## config.mk

```make
export PLATFORM = sky130hd
export DESIGN_NAME = key_heat_counter_colormap
export DESIGN_NICKNAME = d
export VERILOG_FILES = /design/src/hw/rtl/khc_pkg.sv /design/src/hw/rtl/khc_count_ram.sv /design/src/hw/rtl/khc_div.sv /design/src/hw/rtl/key_heat_counter_colormap.sv
export VERILOG_INCLUDE_DIRS = /design/src /design/src/hw/rtl
export SDC_FILE = /design/constraint.sdc
export NUM_CORES = 2
export LEC_CHECK = 0
export ABC_CLOCK_PERIOD_IN_PS = 14900
export BUFFER_PORTS_ARGS = -buffer_cell sky130_fd_sc_hd__buf_2
export CORE_MARGIN = 3
export CORE_UTILIZATION = 30
export CTS_CLUSTER_DIAMETER = 120
export DETAILED_ROUTE_END_ITERATION = 8
export GPL_ROUTABILITY_DRIVEN = 0
export GPL_TIMING_DRIVEN = 1
export MAX_ROUTING_LAYER = met4
export PLACE_DENSITY_LB_ADDON = 0.3
export SYNTH_ARGS = -nofsm -noshare
export SYNTH_HDL_FRONTEND = slang
export SYNTH_HIERARCHICAL = 1
export SYNTH_SLANG_ARGS = --single-unit
export TNS_END_PERCENT = 5
```

## constraint.sdc

```tcl
create_clock -name clk -period 14.9 [get_ports clk]
set_clock_uncertainty 0.2 [all_clocks]
set_input_delay 0.745 -clock clk [delete_from_list [all_inputs] [get_ports clk]]
set_output_delay 0.745 -clock clk [all_outputs]
set_load 0.05 [all_outputs]
```

## src/hw/rtl/key_heat_counter_colormap_defines.svh

```systemverilog
// Assertion macros shared by the key heat counter RTL files.
`ifndef KEY_HEAT_COUNTER_COLORMAP_DEFINES_SVH
`define KEY_HEAT_COUNTER_COLORMAP_DEFINES_SVH

// Same-cycle check on clk, off while rst_n is low.
`define KHC_ASSERT_NOW(label, ante, cons, msg) \
    label: assert property (@(posedge clk) disable iff (!rst_n) (ante) |-> (cons)) \
        else $error(msg);

// Next-cycle check on clk, off while rst_n is low.
`define KHC_ASSERT_NEXT(label, ante, cons, msg) \
    label: assert property (@(posedge clk) disable iff (!rst_n) (ante) |=> (cons)) \
        else $error(msg);

`endif

```

## src/hw/rtl/khc_pkg.sv

```systemverilog
// Shared types and constants of the key heat counter.
package khc_pkg;

    // Operation codes
    localparam logic [1:0] OP_PRESS  = 2'd0;
    localparam logic [1:0] OP_TICK   = 2'd1;
    localparam logic [1:0] OP_RENDER = 2'd2;
    localparam logic [1:0] OP_CLEAR  = 2'd3;

    // Configuration register indexes
    localparam logic [2:0] CFG_COLOR_COUNT = 3'd0;
    localparam logic [2:0] CFG_PALETTE_0   = 3'd1;
    localparam logic [2:0] CFG_PALETTE_1   = 3'd2;
    localparam logic [2:0] CFG_PALETTE_2   = 3'd3;
    localparam logic [2:0] CFG_PALETTE_3   = 3'd4;

    localparam int          MAX_COLORS   = 4;
    localparam int          COUNT_W      = 16;
    localparam int          RGB_W        = 24;
    localparam int          DIVIDEND_W   = 24;
    localparam int          DIV_CNT_W    = 5;
    localparam logic [15:0] HALVE_MARK   = 16'h7FFF;
    localparam logic [2:0]  COLORS_RESET = 3'd4;

    localparam logic [RGB_W-1:0] PALETTE_RESET [4] = '{
        24'h000000, 24'h19FF19, 24'hFFFF19, 24'hFF1919
    };

    typedef struct packed {
        logic                  start;
        logic [DIVIDEND_W-1:0] dividend;
        logic [COUNT_W-1:0]    divisor;
    } div_req_t;

    typedef struct packed {
        logic                  done;
        logic [DIVIDEND_W-1:0] quotient;
        logic [COUNT_W-1:0]    remainder;
    } div_rsp_t;

endpackage

```

## src/hw/rtl/khc_count_ram.sv

```systemverilog
// Press count memory: one write port, one read port, registered read data.
module khc_count_ram
    import khc_pkg::*;
#(
    parameter int DEPTH = 64,
    parameter int AW    = 6
) (
    input  logic               clk,
    input  logic               we,
    input  logic [AW-1:0]      waddr,
    input  logic [COUNT_W-1:0] wdata,
    input  logic [AW-1:0]      raddr,
    output logic [COUNT_W-1:0] rdata
);

    logic [COUNT_W-1:0] mem [DEPTH];

    // Write, then registered read
    always_ff @(posedge clk)
    begin
        if (we)
        begin
            mem[waddr] <= wdata;
        end
        rdata <= mem[raddr];
    end

endmodule

```

## src/hw/rtl/khc_div.sv

```systemverilog
// Restoring divider, one quotient bit per cycle.
`include "key_heat_counter_colormap_defines.svh"

module khc_div
    import khc_pkg::*;
(
    input  logic     clk,
    input  logic     rst_n,
    input  div_req_t req,
    output div_rsp_t rsp
);

    logic                  busy_reg;
    logic                  done_reg;
    logic [DIV_CNT_W-1:0]  cnt_reg;
    logic [COUNT_W-1:0]    rem_reg;
    logic [DIVIDEND_W-1:0] quo_reg;
    logic [COUNT_W-1:0]    dvs_reg;

    logic [COUNT_W:0]      trial;
    logic                  fits;
    logic [COUNT_W:0]      diff;

    // One trial subtraction per cycle
    always_comb
    begin
        trial = {rem_reg, quo_reg[DIVIDEND_W-1]};
        fits  = trial >= {1'b0, dvs_reg};
        diff  = trial - {1'b0, dvs_reg};
    end

    // Control
    always_ff @(posedge clk or negedge rst_n)
    begin
        if (!rst_n)
        begin
            busy_reg <= 1'b0;
            done_reg <= 1'b0;
            cnt_reg  <= '0;
        end
        else
        begin
            done_reg <= 1'b0;
            if (req.start)
            begin
                busy_reg <= 1'b1;
                cnt_reg  <= '0;
            end
            else if (busy_reg)
            begin
                cnt_reg <= cnt_reg + 1'b1;
                if (cnt_reg == DIV_CNT_W'(DIVIDEND_W - 1))
                begin
                    busy_reg <= 1'b0;
                    done_reg <= 1'b1;
                end
            end
        end
    end

    // Datapath: dividend shifts out as quotient bits shift in
    always_ff @(posedge clk)
    begin
        if (req.start)
        begin
            quo_reg <= req.dividend;
            rem_reg <= '0;
            dvs_reg <= req.divisor;
        end
        else if (busy_reg)
        begin
            quo_reg <= {quo_reg[DIVIDEND_W-2:0], fits};
            rem_reg <= fits ? diff[COUNT_W-1:0] : trial[COUNT_W-1:0];
        end
    end

    assign rsp.done      = done_reg;
    assign rsp.quotient  = quo_reg;
    assign rsp.remainder = rem_reg;

    `KHC_ASSERT_NOW(a_div_rem_lt, done_reg, rem_reg < dvs_reg, "divider remainder not below divisor")

endmodule

```

## src/hw/rtl/key_heat_counter_colormap.sv

```systemverilog
// Top level of the key heat counter with color map.
//
// Usage: an operation (opcode, key_index) is taken at a rising edge with start
// high and busy low; busy then stays high until the operation is complete, unless it has no work.
// The user writes configuration (color_count, palette_0..3) through cfg_we,
// cfg_index and cfg_data only while busy is low; the block does not enforce it.
// Halving all counts (tick over threshold, or a press reaching 32767) walks
// the count memory key by key, with a read state and a write state per key.
// Reset map clears the memory one key a cycle.
// Render holds busy through setup (load, select, palette A, palette B; select is
// skipped for a zero count or one at the peak), then per color channel a multiply
// state, a divider start state and the shared 24-step one-bit-a-cycle divider.
// A render beat appears on key_out, red, green, blue for exactly one cycle
// with strobe high, the first cycle with busy low; there is no backpressure.
// Other operations and renders of keys beyond KEY_COUNT give no beat.
// After rst_n the block clears the count memory (busy high)
// and loads the default palette; configuration writes are taken meanwhile.
`include "key_heat_counter_colormap_defines.svh"

module key_heat_counter_colormap
    import khc_pkg::*;
#(
    parameter int KEY_COUNT = 64
) (
    input  logic        clk,
    input  logic        rst_n,
    input  logic        start,
    output logic        busy,
    input  logic [1:0]  opcode,
    input  logic [5:0]  key_index,
    output logic        strobe,
    output logic [5:0]  key_out,
    output logic [7:0]  red,
    output logic [7:0]  green,
    output logic [7:0]  blue,
    input  logic        cfg_we,
    input  logic [2:0]  cfg_index,
    input  logic [23:0] cfg_data
);

    localparam int AW = (KEY_COUNT > 1) ? $clog2(KEY_COUNT) : 1;
    localparam logic [AW-1:0] LAST_KEY = AW'(KEY_COUNT - 1);

    localparam logic [3:0] S_IDLE     = 4'd0;
    localparam logic [3:0] S_CLEAR    = 4'd1;
    localparam logic [3:0] S_PRESS    = 4'd2;
    localparam logic [3:0] S_HALVE_RD = 4'd3;
    localparam logic [3:0] S_HALVE_WR = 4'd4;
    localparam logic [3:0] S_R_LOAD   = 4'd5;
    localparam logic [3:0] S_R_SEL    = 4'd6;
    localparam logic [3:0] S_R_PA     = 4'd7;
    localparam logic [3:0] S_R_PB     = 4'd8;
    localparam logic [3:0] S_R_MUL    = 4'd9;
    localparam logic [3:0] S_R_DIV    = 4'd10;
    localparam logic [3:0] S_R_WAIT   = 4'd11;

    // Configuration registers
    logic [2:0]       color_count_reg;
    logic [RGB_W-1:0] palette_reg [4];

    // Control registers
    logic [3:0]         state_reg,   state_next;
    logic [AW-1:0]      idx_reg,     idx_next;
    logic [COUNT_W-1:0] highest_reg, highest_next;
    logic               strobe_reg,  strobe_next;

    // Payload registers
    logic [AW-1:0]      key_addr_reg, key_addr_next;
    logic [17:0]        t_reg,        t_next;
    logic [1:0]         i1_reg,       i1_next;
    logic [1:0]         i2_reg,       i2_next;
    logic [COUNT_W-1:0] r_reg,        r_next;
    logic [COUNT_W-1:0] hd_reg,       hd_next;
    logic [RGB_W-1:0]   pa_reg,       pa_next;
    logic [RGB_W-1:0]   pb_reg,       pb_next;
    logic [1:0]         ch_reg,       ch_next;
    logic [7:0]         a_reg,        a_next;
    logic               neg_reg,      neg_next;
    logic [23:0]        prod_reg,     prod_next;
    logic [5:0]         key_out_reg,  key_out_next;
    logic [7:0]         red_reg,      red_next;
    logic [7:0]         green_reg,    green_next;
    logic [7:0]         blue_reg,     blue_next;

    // Memory and divider hookup
    logic               ram_we;
    logic [AW-1:0]      ram_waddr;
    logic [COUNT_W-1:0] ram_wdata;
    logic [AW-1:0]      ram_raddr;
    logic [COUNT_W-1:0] ram_rdata;
    div_req_t           div_req;
    div_rsp_t           div_rsp;

    // Misc combinational
    logic               accept;
    logic               key_ok;
    logic [2:0]         n_used;
    logic [1:0]         nm1;
    logic [COUNT_W-1:0] cnt_inc;
    logic [RGB_W-1:0]   pal_sel;
    logic [7:0]         ch_a;
    logic [7:0]         ch_b;
    logic [7:0]         ch_diff;
    logic [1:0]         sel_i1;
    logic [17:0]        h1x;
    logic [17:0]        h2x;
    logic [7:0]         q8;
    logic [7:0]         ch_val;

    function automatic logic [7:0] chan_of(input logic [RGB_W-1:0] rgb, input logic [1:0] ch);
        logic [7:0] v;
        case (ch)
            2'd0:    v = rgb[23:16];
            2'd1:    v = rgb[15:8];
            default: v = rgb[7:0];
        endcase
        return v;
    endfunction

    khc_count_ram #(
        .DEPTH (KEY_COUNT),
        .AW    (AW)
    ) u_ram (
        .clk   (clk),
        .we    (ram_we),
        .waddr (ram_waddr),
        .wdata (ram_wdata),
        .raddr (ram_raddr),
        .rdata (ram_rdata)
    );

    khc_div u_div (
        .clk   (clk),
        .rst_n (rst_n),
        .req   (div_req),
        .rsp   (div_rsp)
    );

    // Configuration writes
    always_ff @(posedge clk or negedge rst_n)
    begin
        if (!rst_n)
        begin
            color_count_reg <= COLORS_RESET;
            for (int k = 0; k < 4; k++)
            begin
                palette_reg[k] <= PALETTE_RESET[k];
            end
        end
        else if (cfg_we)
        begin
            case (cfg_index)
                CFG_COLOR_COUNT: color_count_reg <= cfg_data[2:0];
                CFG_PALETTE_0:   palette_reg[0]  <= cfg_data;
                CFG_PALETTE_1:   palette_reg[1]  <= cfg_data;
                CFG_PALETTE_2:   palette_reg[2]  <= cfg_data;
                CFG_PALETTE_3:   palette_reg[3]  <= cfg_data;
                default:         ;
            endcase
        end
    end

    // Effective color count and shared selections
    always_comb
    begin
        if (color_count_reg == 3'd0)
        begin
            n_used = 3'd1;
        end
        else if (color_count_reg > 3'(MAX_COLORS))
        begin
            n_used = 3'(MAX_COLORS);
        end
        else
        begin
            n_used = color_count_reg;
        end
        nm1     = 2'(n_used - 3'd1);
        accept  = start && (state_reg == S_IDLE);
        key_ok  = {3'b000, key_index} < 9'(KEY_COUNT);
        cnt_inc = ram_rdata + 16'd1;
        pal_sel = palette_reg[(state_reg == S_R_PB) ? i2_reg : i1_reg];
        ch_a    = chan_of(pa_reg, ch_reg);
        ch_b    = chan_of(pb_reg, ch_reg);
        ch_diff = (ch_b >= ch_a) ? (ch_b - ch_a) : (ch_a - ch_b);
        h1x     = {2'b00, highest_reg};
        h2x     = {1'b0, highest_reg, 1'b0};
        q8      = div_rsp.quotient[7:0];
        ch_val  = neg_reg ? (a_reg - q8 - {7'd0, |div_rsp.remainder}) : (a_reg + q8);
        if (t_reg < h1x)
        begin
            sel_i1 = 2'd0;
        end
        else if (t_reg < h2x)
        begin
            sel_i1 = 2'd1;
        end
        else
        begin
            sel_i1 = 2'd2;
        end
    end

    // Memory port steering
    always_comb
    begin
        ram_raddr = (state_reg == S_IDLE) ? AW'(key_index) : idx_reg;
        ram_we    = 1'b0;
        ram_waddr = idx_reg;
        ram_wdata = '0;
        case (state_reg)
            S_CLEAR:
            begin
                ram_we = 1'b1;
            end
            S_PRESS:
            begin
                ram_we    = 1'b1;
                ram_waddr = key_addr_reg;
                ram_wdata = cnt_inc;
            end
            S_HALVE_WR:
            begin
                ram_we    = 1'b1;
                ram_wdata = {1'b0, ram_rdata[COUNT_W-1:1]};
            end
            default: ;
        endcase
    end

    assign div_req.start    = (state_reg == S_R_DIV);
    assign div_req.dividend = prod_reg;
    assign div_req.divisor  = hd_reg;

    // Sequencer
    always_comb
    begin
        state_next    = state_reg;
        idx_next      = idx_reg;
        highest_next  = highest_reg;
        strobe_next   = 1'b0;
        key_addr_next = key_addr_reg;
        t_next        = t_reg;
        i1_next       = i1_reg;
        i2_next       = i2_reg;
        r_next        = r_reg;
        hd_next       = hd_reg;
        pa_next       = pa_reg;
        pb_next       = pb_reg;
        ch_next       = ch_reg;
        a_next        = a_reg;
        neg_next      = neg_reg;
        prod_next     = prod_reg;
        key_out_next  = key_out_reg;
        red_next      = red_reg;
        green_next    = green_reg;
        blue_next     = blue_reg;

        case (state_reg)
            S_IDLE:
            begin
                if (accept)
                begin
                    key_addr_next = AW'(key_index);
                    key_out_next  = key_index;
                    idx_next      = '0;
                    case (opcode)
                        OP_PRESS:
                        begin
                            if (key_ok)
                            begin
                                state_next = S_PRESS;
                            end
                        end
                        OP_TICK:
                        begin
                            if (highest_reg > {4'd0, n_used, 9'd0})
                            begin
                                highest_next = {1'b0, highest_reg[COUNT_W-1:1]};
                                state_next   = S_HALVE_RD;
                            end
                        end
                        OP_RENDER:
                        begin
                            if (key_ok)
                            begin
                                state_next = S_R_LOAD;
                            end
                        end
                        default:
                        begin
                            highest_next = 16'd1;
                            state_next   = S_CLEAR;
                        end
                    endcase
                end
            end

            S_CLEAR:
            begin
                idx_next = idx_reg + 1'b1;
                if (idx_reg == LAST_KEY)
                begin
                    state_next = S_IDLE;
                end
            end

            S_PRESS:
            begin
                state_next = S_IDLE;
                if (highest_reg < cnt_inc)
                begin
                    highest_next = cnt_inc;
                    if (cnt_inc == HALVE_MARK)
                    begin
                        highest_next = {1'b0, cnt_inc[COUNT_W-1:1]};
                        state_next   = S_HALVE_RD;
                    end
                end
            end

            S_HALVE_RD:
            begin
                state_next = S_HALVE_WR;
            end

            S_HALVE_WR:
            begin
                idx_next   = idx_reg + 1'b1;
                state_next = (idx_reg == LAST_KEY) ? S_IDLE : S_HALVE_RD;
            end

            // Count in hand: settle the trivial ends, else form c*(n-1)
            S_R_LOAD:
            begin
                r_next  = '0;
                hd_next = 16'd1;
                if ((ram_rdata == 16'd0) || (highest_reg == 16'd0))
                begin
                    i1_next    = 2'd0;
                    i2_next    = 2'd0;
                    state_next = S_R_PA;
                end
                else if (ram_rdata >= highest_reg)
                begin
                    i1_next    = nm1;
                    i2_next    = nm1;
                    state_next = S_R_PA;
                end
                else
                begin
                    case (nm1)
                        2'd0:    t_next = '0;
                        2'd1:    t_next = {2'b00, ram_rdata};
                        2'd2:    t_next = {1'b0, ram_rdata, 1'b0};
                        default: t_next = {2'b00, ram_rdata} + {1'b0, ram_rdata, 1'b0};
                    endcase
                    state_next = S_R_SEL;
                end
            end

            // Segment index and position inside it
            S_R_SEL:
            begin
                i1_next = sel_i1;
                i2_next = (sel_i1 == nm1) ? sel_i1 : (sel_i1 + 2'd1);
                hd_next = highest_reg;
                case (sel_i1)
                    2'd0:    r_next = t_reg[COUNT_W-1:0];
                    2'd1:    r_next = 16'(t_reg - h1x);
                    default: r_next = 16'(t_reg - h2x);
                endcase
                state_next = S_R_PA;
            end

            S_R_PA:
            begin
                pa_next    = pal_sel;
                state_next = S_R_PB;
            end

            S_R_PB:
            begin
                pb_next    = pal_sel;
                ch_next    = 2'd0;
                state_next = S_R_MUL;
            end

            S_R_MUL:
            begin
                a_next     = ch_a;
                neg_next   = ch_b < ch_a;
                prod_next  = {16'd0, ch_diff} * {8'd0, r_reg};
                state_next = S_R_DIV;
            end

            S_R_DIV:
            begin
                state_next = S_R_WAIT;
            end

            S_R_WAIT:
            begin
                if (div_rsp.done)
                begin
                    case (ch_reg)
                        2'd0:    red_next   = ch_val;
                        2'd1:    green_next = ch_val;
                        default: blue_next  = ch_val;
                    endcase
                    if (ch_reg == 2'd2)
                    begin
                        strobe_next = 1'b1;
                        state_next  = S_IDLE;
                    end
                    else
                    begin
                        ch_next    = ch_reg + 2'd1;
                        state_next = S_R_MUL;
                    end
                end
            end

            default:
            begin
                state_next = S_IDLE;
            end
        endcase
    end

    // Control state
    always_ff @(posedge clk or negedge rst_n)
    begin
        if (!rst_n)
        begin
            state_reg   <= S_CLEAR;
            idx_reg     <= '0;
            highest_reg <= 16'd1;
            strobe_reg  <= 1'b0;
        end
        else
        begin
            state_reg   <= state_next;
            idx_reg     <= idx_next;
            highest_reg <= highest_next;
            strobe_reg  <= strobe_next;
        end
    end

    // Payload
    always_ff @(posedge clk)
    begin
        key_addr_reg <= key_addr_next;
        t_reg        <= t_next;
        i1_reg       <= i1_next;
        i2_reg       <= i2_next;
        r_reg        <= r_next;
        hd_reg       <= hd_next;
        pa_reg       <= pa_next;
        pb_reg       <= pb_next;
        ch_reg       <= ch_next;
        a_reg        <= a_next;
        neg_reg      <= neg_next;
        prod_reg     <= prod_next;
        key_out_reg  <= key_out_next;
        red_reg      <= red_next;
        green_reg    <= green_next;
        blue_reg     <= blue_next;
    end

    assign busy    = (state_reg != S_IDLE);
    assign strobe  = strobe_reg;
    assign key_out = key_out_reg;
    assign red     = red_reg;
    assign green   = green_reg;
    assign blue    = blue_reg;

    `KHC_ASSERT_NEXT(a_last_chan_beat, (state_reg == S_R_WAIT) && div_rsp.done && (ch_reg == 2'd2), strobe_reg, "render finished without a beat")
    `KHC_ASSERT_NOW(a_beat_idle, strobe_reg, state_reg == S_IDLE, "beat while still busy")
    `KHC_ASSERT_NOW(a_highest_mark, 1'b1, highest_reg != HALVE_MARK, "highest count left at halving mark")
    `KHC_ASSERT_NOW(a_pos_below_div, state_reg == S_R_MUL, r_reg < hd_reg, "blend position not below divisor")

endmodule

```

==> flow_summary_export.csv <==
group,metric,value,unit
clock_tree,cts-htree-levels,4,
timing,fmax,104,MHz
die,fp.dieH,470,µm
setup_path,cp.arrival,9.89,ns
global_routing,antenna_found_initial,7,
logic_synthesis,ys_warn_count,6,
setup_path,end_kind,"register",
logic_synthesis,yosys-top-cells-count,"edfxtp_1 (1231), mux4_2 (244), inv_1 (236)",
setup_path,start_kind,"register",
logic_synthesis,ys_seq_area_frac,0.634,
die,rows,169,
global_routing,grt_first_pass_wirelength,248,mm
die,core_area,213000,µm²
setup_path,cp_max_fo,18,
route,drc,0,
timing,setup_ws,5.32,ns
logic_synthesis,synth_top_area_frac,0.572,
logic_synthesis,synth_area_leaders,"edfxtp_1 (57%), mux4_2 (8.5%), ha_1 (3.8%)",
finish,instances_no_fill,7222,
clock_tree,cts_tree,"yes",
placed_design,dpl_worst_slack,5.36,ns
finish,n_fill_cell,20459,
logic_synthesis,synth_cell_types,101,
logic_synthesis,ys_ff_latch,1396,
logic_synthesis,synth_area,64600,µm²
run_status,status,"completed",
clock_tree,path_clk_slew,0.06,ns
timing,final_hold_viol_count,0,
worst_hold_path,hold_class,"in2reg",
setup_path,worstSetupPathType,"reg2reg",
timing,final.min_clock_period,9.58,ns
route,drtIter0Drc,3261,
placed_design,io_buffers,70,
finish,drive_above_1_share,0.211,
logic_synthesis,synth_most_common_cell,"edfxtp_1",
timing,timing.final.crit_share,0.643,
route,drt_first_pass_iters,5,
clock_tree,cts_buffer_depth,3,
logic_synthesis,synth_edf_count,1231,
timing,finalMaxSlewViolations,0,
finish,nets,4608,
route,wirelength,165,mm
clock_tree,ctsResizeCount,0,
die,dieWidth,470,µm
pwr,total_power,0.00810,W
global_routing,grt_util_all_layers,0.153,
timing,rsz0062_at_grt,"false",
logic_synthesis,syn_avg_cell_area,15.8,µm²
setup_path,reg2reg_depth,27,
pwr,ir_drop,0.118,mV
global_routing,grt-ovfl-total,0,
route,vias,36293,
finish,syn_to_final_growth,13.8,%
logic_synthesis,synthArstFlopShare,0.0953,
global_routing,grt_pass1_vias,37343,
clock_tree,cts_buffers,145,
pwr,power.density,110,nW/µm²
setup_path,r2r_slack,5.32,ns
die,initial_utilization,0.303,
logic_synthesis,synth-main-ff-cell,"edfxtp_1",
logic_synthesis,syn_inst,4088,
clock_tree,cts_root_buf,"clkbuf_16",
placed_design,dpl.cell_count,6928,
finish,largest_register_ffs,1024,
timing,relSlewSlack,0.137,
timing,tns,0,ns
route,routed_via_density,5.03,
timing,tightest_slew,1.29,ns
pwr,leakage,25.0,nW
run,maxCapViolations,0,
logic_synthesis,synth_nets,4418,
placed_design,dp_hpwl,105,mm
die,die_area,221000,µm²
clock_tree,cts_sinks,1396,
global_routing,grt_max_degree,73,
worst_hold_path,whs_path_depth,2,
setup_path,crit_required,15.21,ns
route,postRouteAntennaNets,0,
clock_tree,clock_latency,0.77,ns
route,drt-wirelength-per-cell,22.8,µm
finish,utilization,0.345,
logic_synthesis,yosysTopAreaCell,"edfxtp_1",
timing,setup_viol,0,
die,ios,71,
-- metal layers --
layer	up-vias	track usage	share of wire
li1	16135	-	-
met1	19019	0.200	0.44
met2	925	0.248	0.49
met3	214	0.0223	0.049
met4	0	0.0421	0.024
met5	-	-	0
-- critical path, stage by stage, from the launching register on --
cell      delay [ns]
edfxtp_1        0.42
ha_1            0.45
nor2_1          0.93
a21oi_1         0.22
ha_1            0.74
nand4_1         0.25
a31oi_2         0.38
nor3_1          0.11
o311ai_0        0.35
a21oi_1         0.12
nor2_1          0.76
nand2_1         0.16
fa_1            0.50
fa_1            0.55
inv_1           0.06
fa_1            0.53
inv_1           0.05
fa_1            0.53
inv_1           0.04
ha_1            0.34
nand3_1         0.11
o211ai_1        0.16
o211ai_1        0.33
a221oi_1        0.17
o41ai_1         0.46
o21bai_1        0.11
a21oi_1         0.19
xnor2_1         0.08
-- cell type report --
type,count,area (µm²),area share
diodes,5,12.5,0.000170
clock buffers,192,3960,0.0539
clock inverters,73,751,0.0102
inverters,237,890,0.0121
multi-input cells,2274,21800,0.297
flip-flops and latches,1396,41000,0.557
well taps,2821,3530,0.0480
repair buffers,224,1590,0.0215
-- what timing repair did --
action,in CTS,in global routing
hold buffers,24,0
setup endpoints to repair,0,0
hold endpoints to repair,97,0
buffers inserted,0,0
-- kinds of logic after synthesis --
family,synth area share
compound gates,0.0631
xor+xnor,0.0142
fa+ha+maj,0.0671
buf+inv,0.0309
flops,0.634
mux,0.130
simple gates,0.0603
-- path summary, 6_finish.rpt --
path	start	end
hold reg to reg	hd_reg[10]	u_div/dvs_reg[10]
hold / removal	cfg_data[23]	palette_reg[71]
setup / recovery	ch_reg[0]	prod_reg[22]
min in group asynchronous	rst_n	palette_reg[9]
max in group asynchronous	rst_n	highest_reg[14]
setup reg to reg	ch_reg[0]	prod_reg[22]
-- power by group --
group / internal [W] / switching (W)
clock network: 0.00205 / 0.00155
registers: 0.00429 / 0.0000282
logic: 0.0000967 / 0.0000903
-- placed cells by master, fill, tap and decap left out, drive strengths merged, types with 33 or more instances in the layout --
cell,instances
a221oi,33
clkbuf,192
a21o,52
mux4,248
xnor2,75
inv,243
and2,82
mux2,154
mux2i,108
edfxtp,1231
ha,198
a21oi,167
nand3,50
dfrtp,83
nor2b,71
nand2b,34
fa,93
clkinv,54
nand2,210
nor2,187
a22oi,44
buf,200
dfstp,50
o21ai,83
-- through the flow --
step	hold slack, ns	cell area, µm²
after global routing	0.0398	73600
final	0.0822	73600
after floorplan	0.200	64600
after detailed placement	0.205	68600
after global placement	0.201	68600
after CTS	0.00202	73600
No activity file was read; power rests on OpenSTA's default activity.
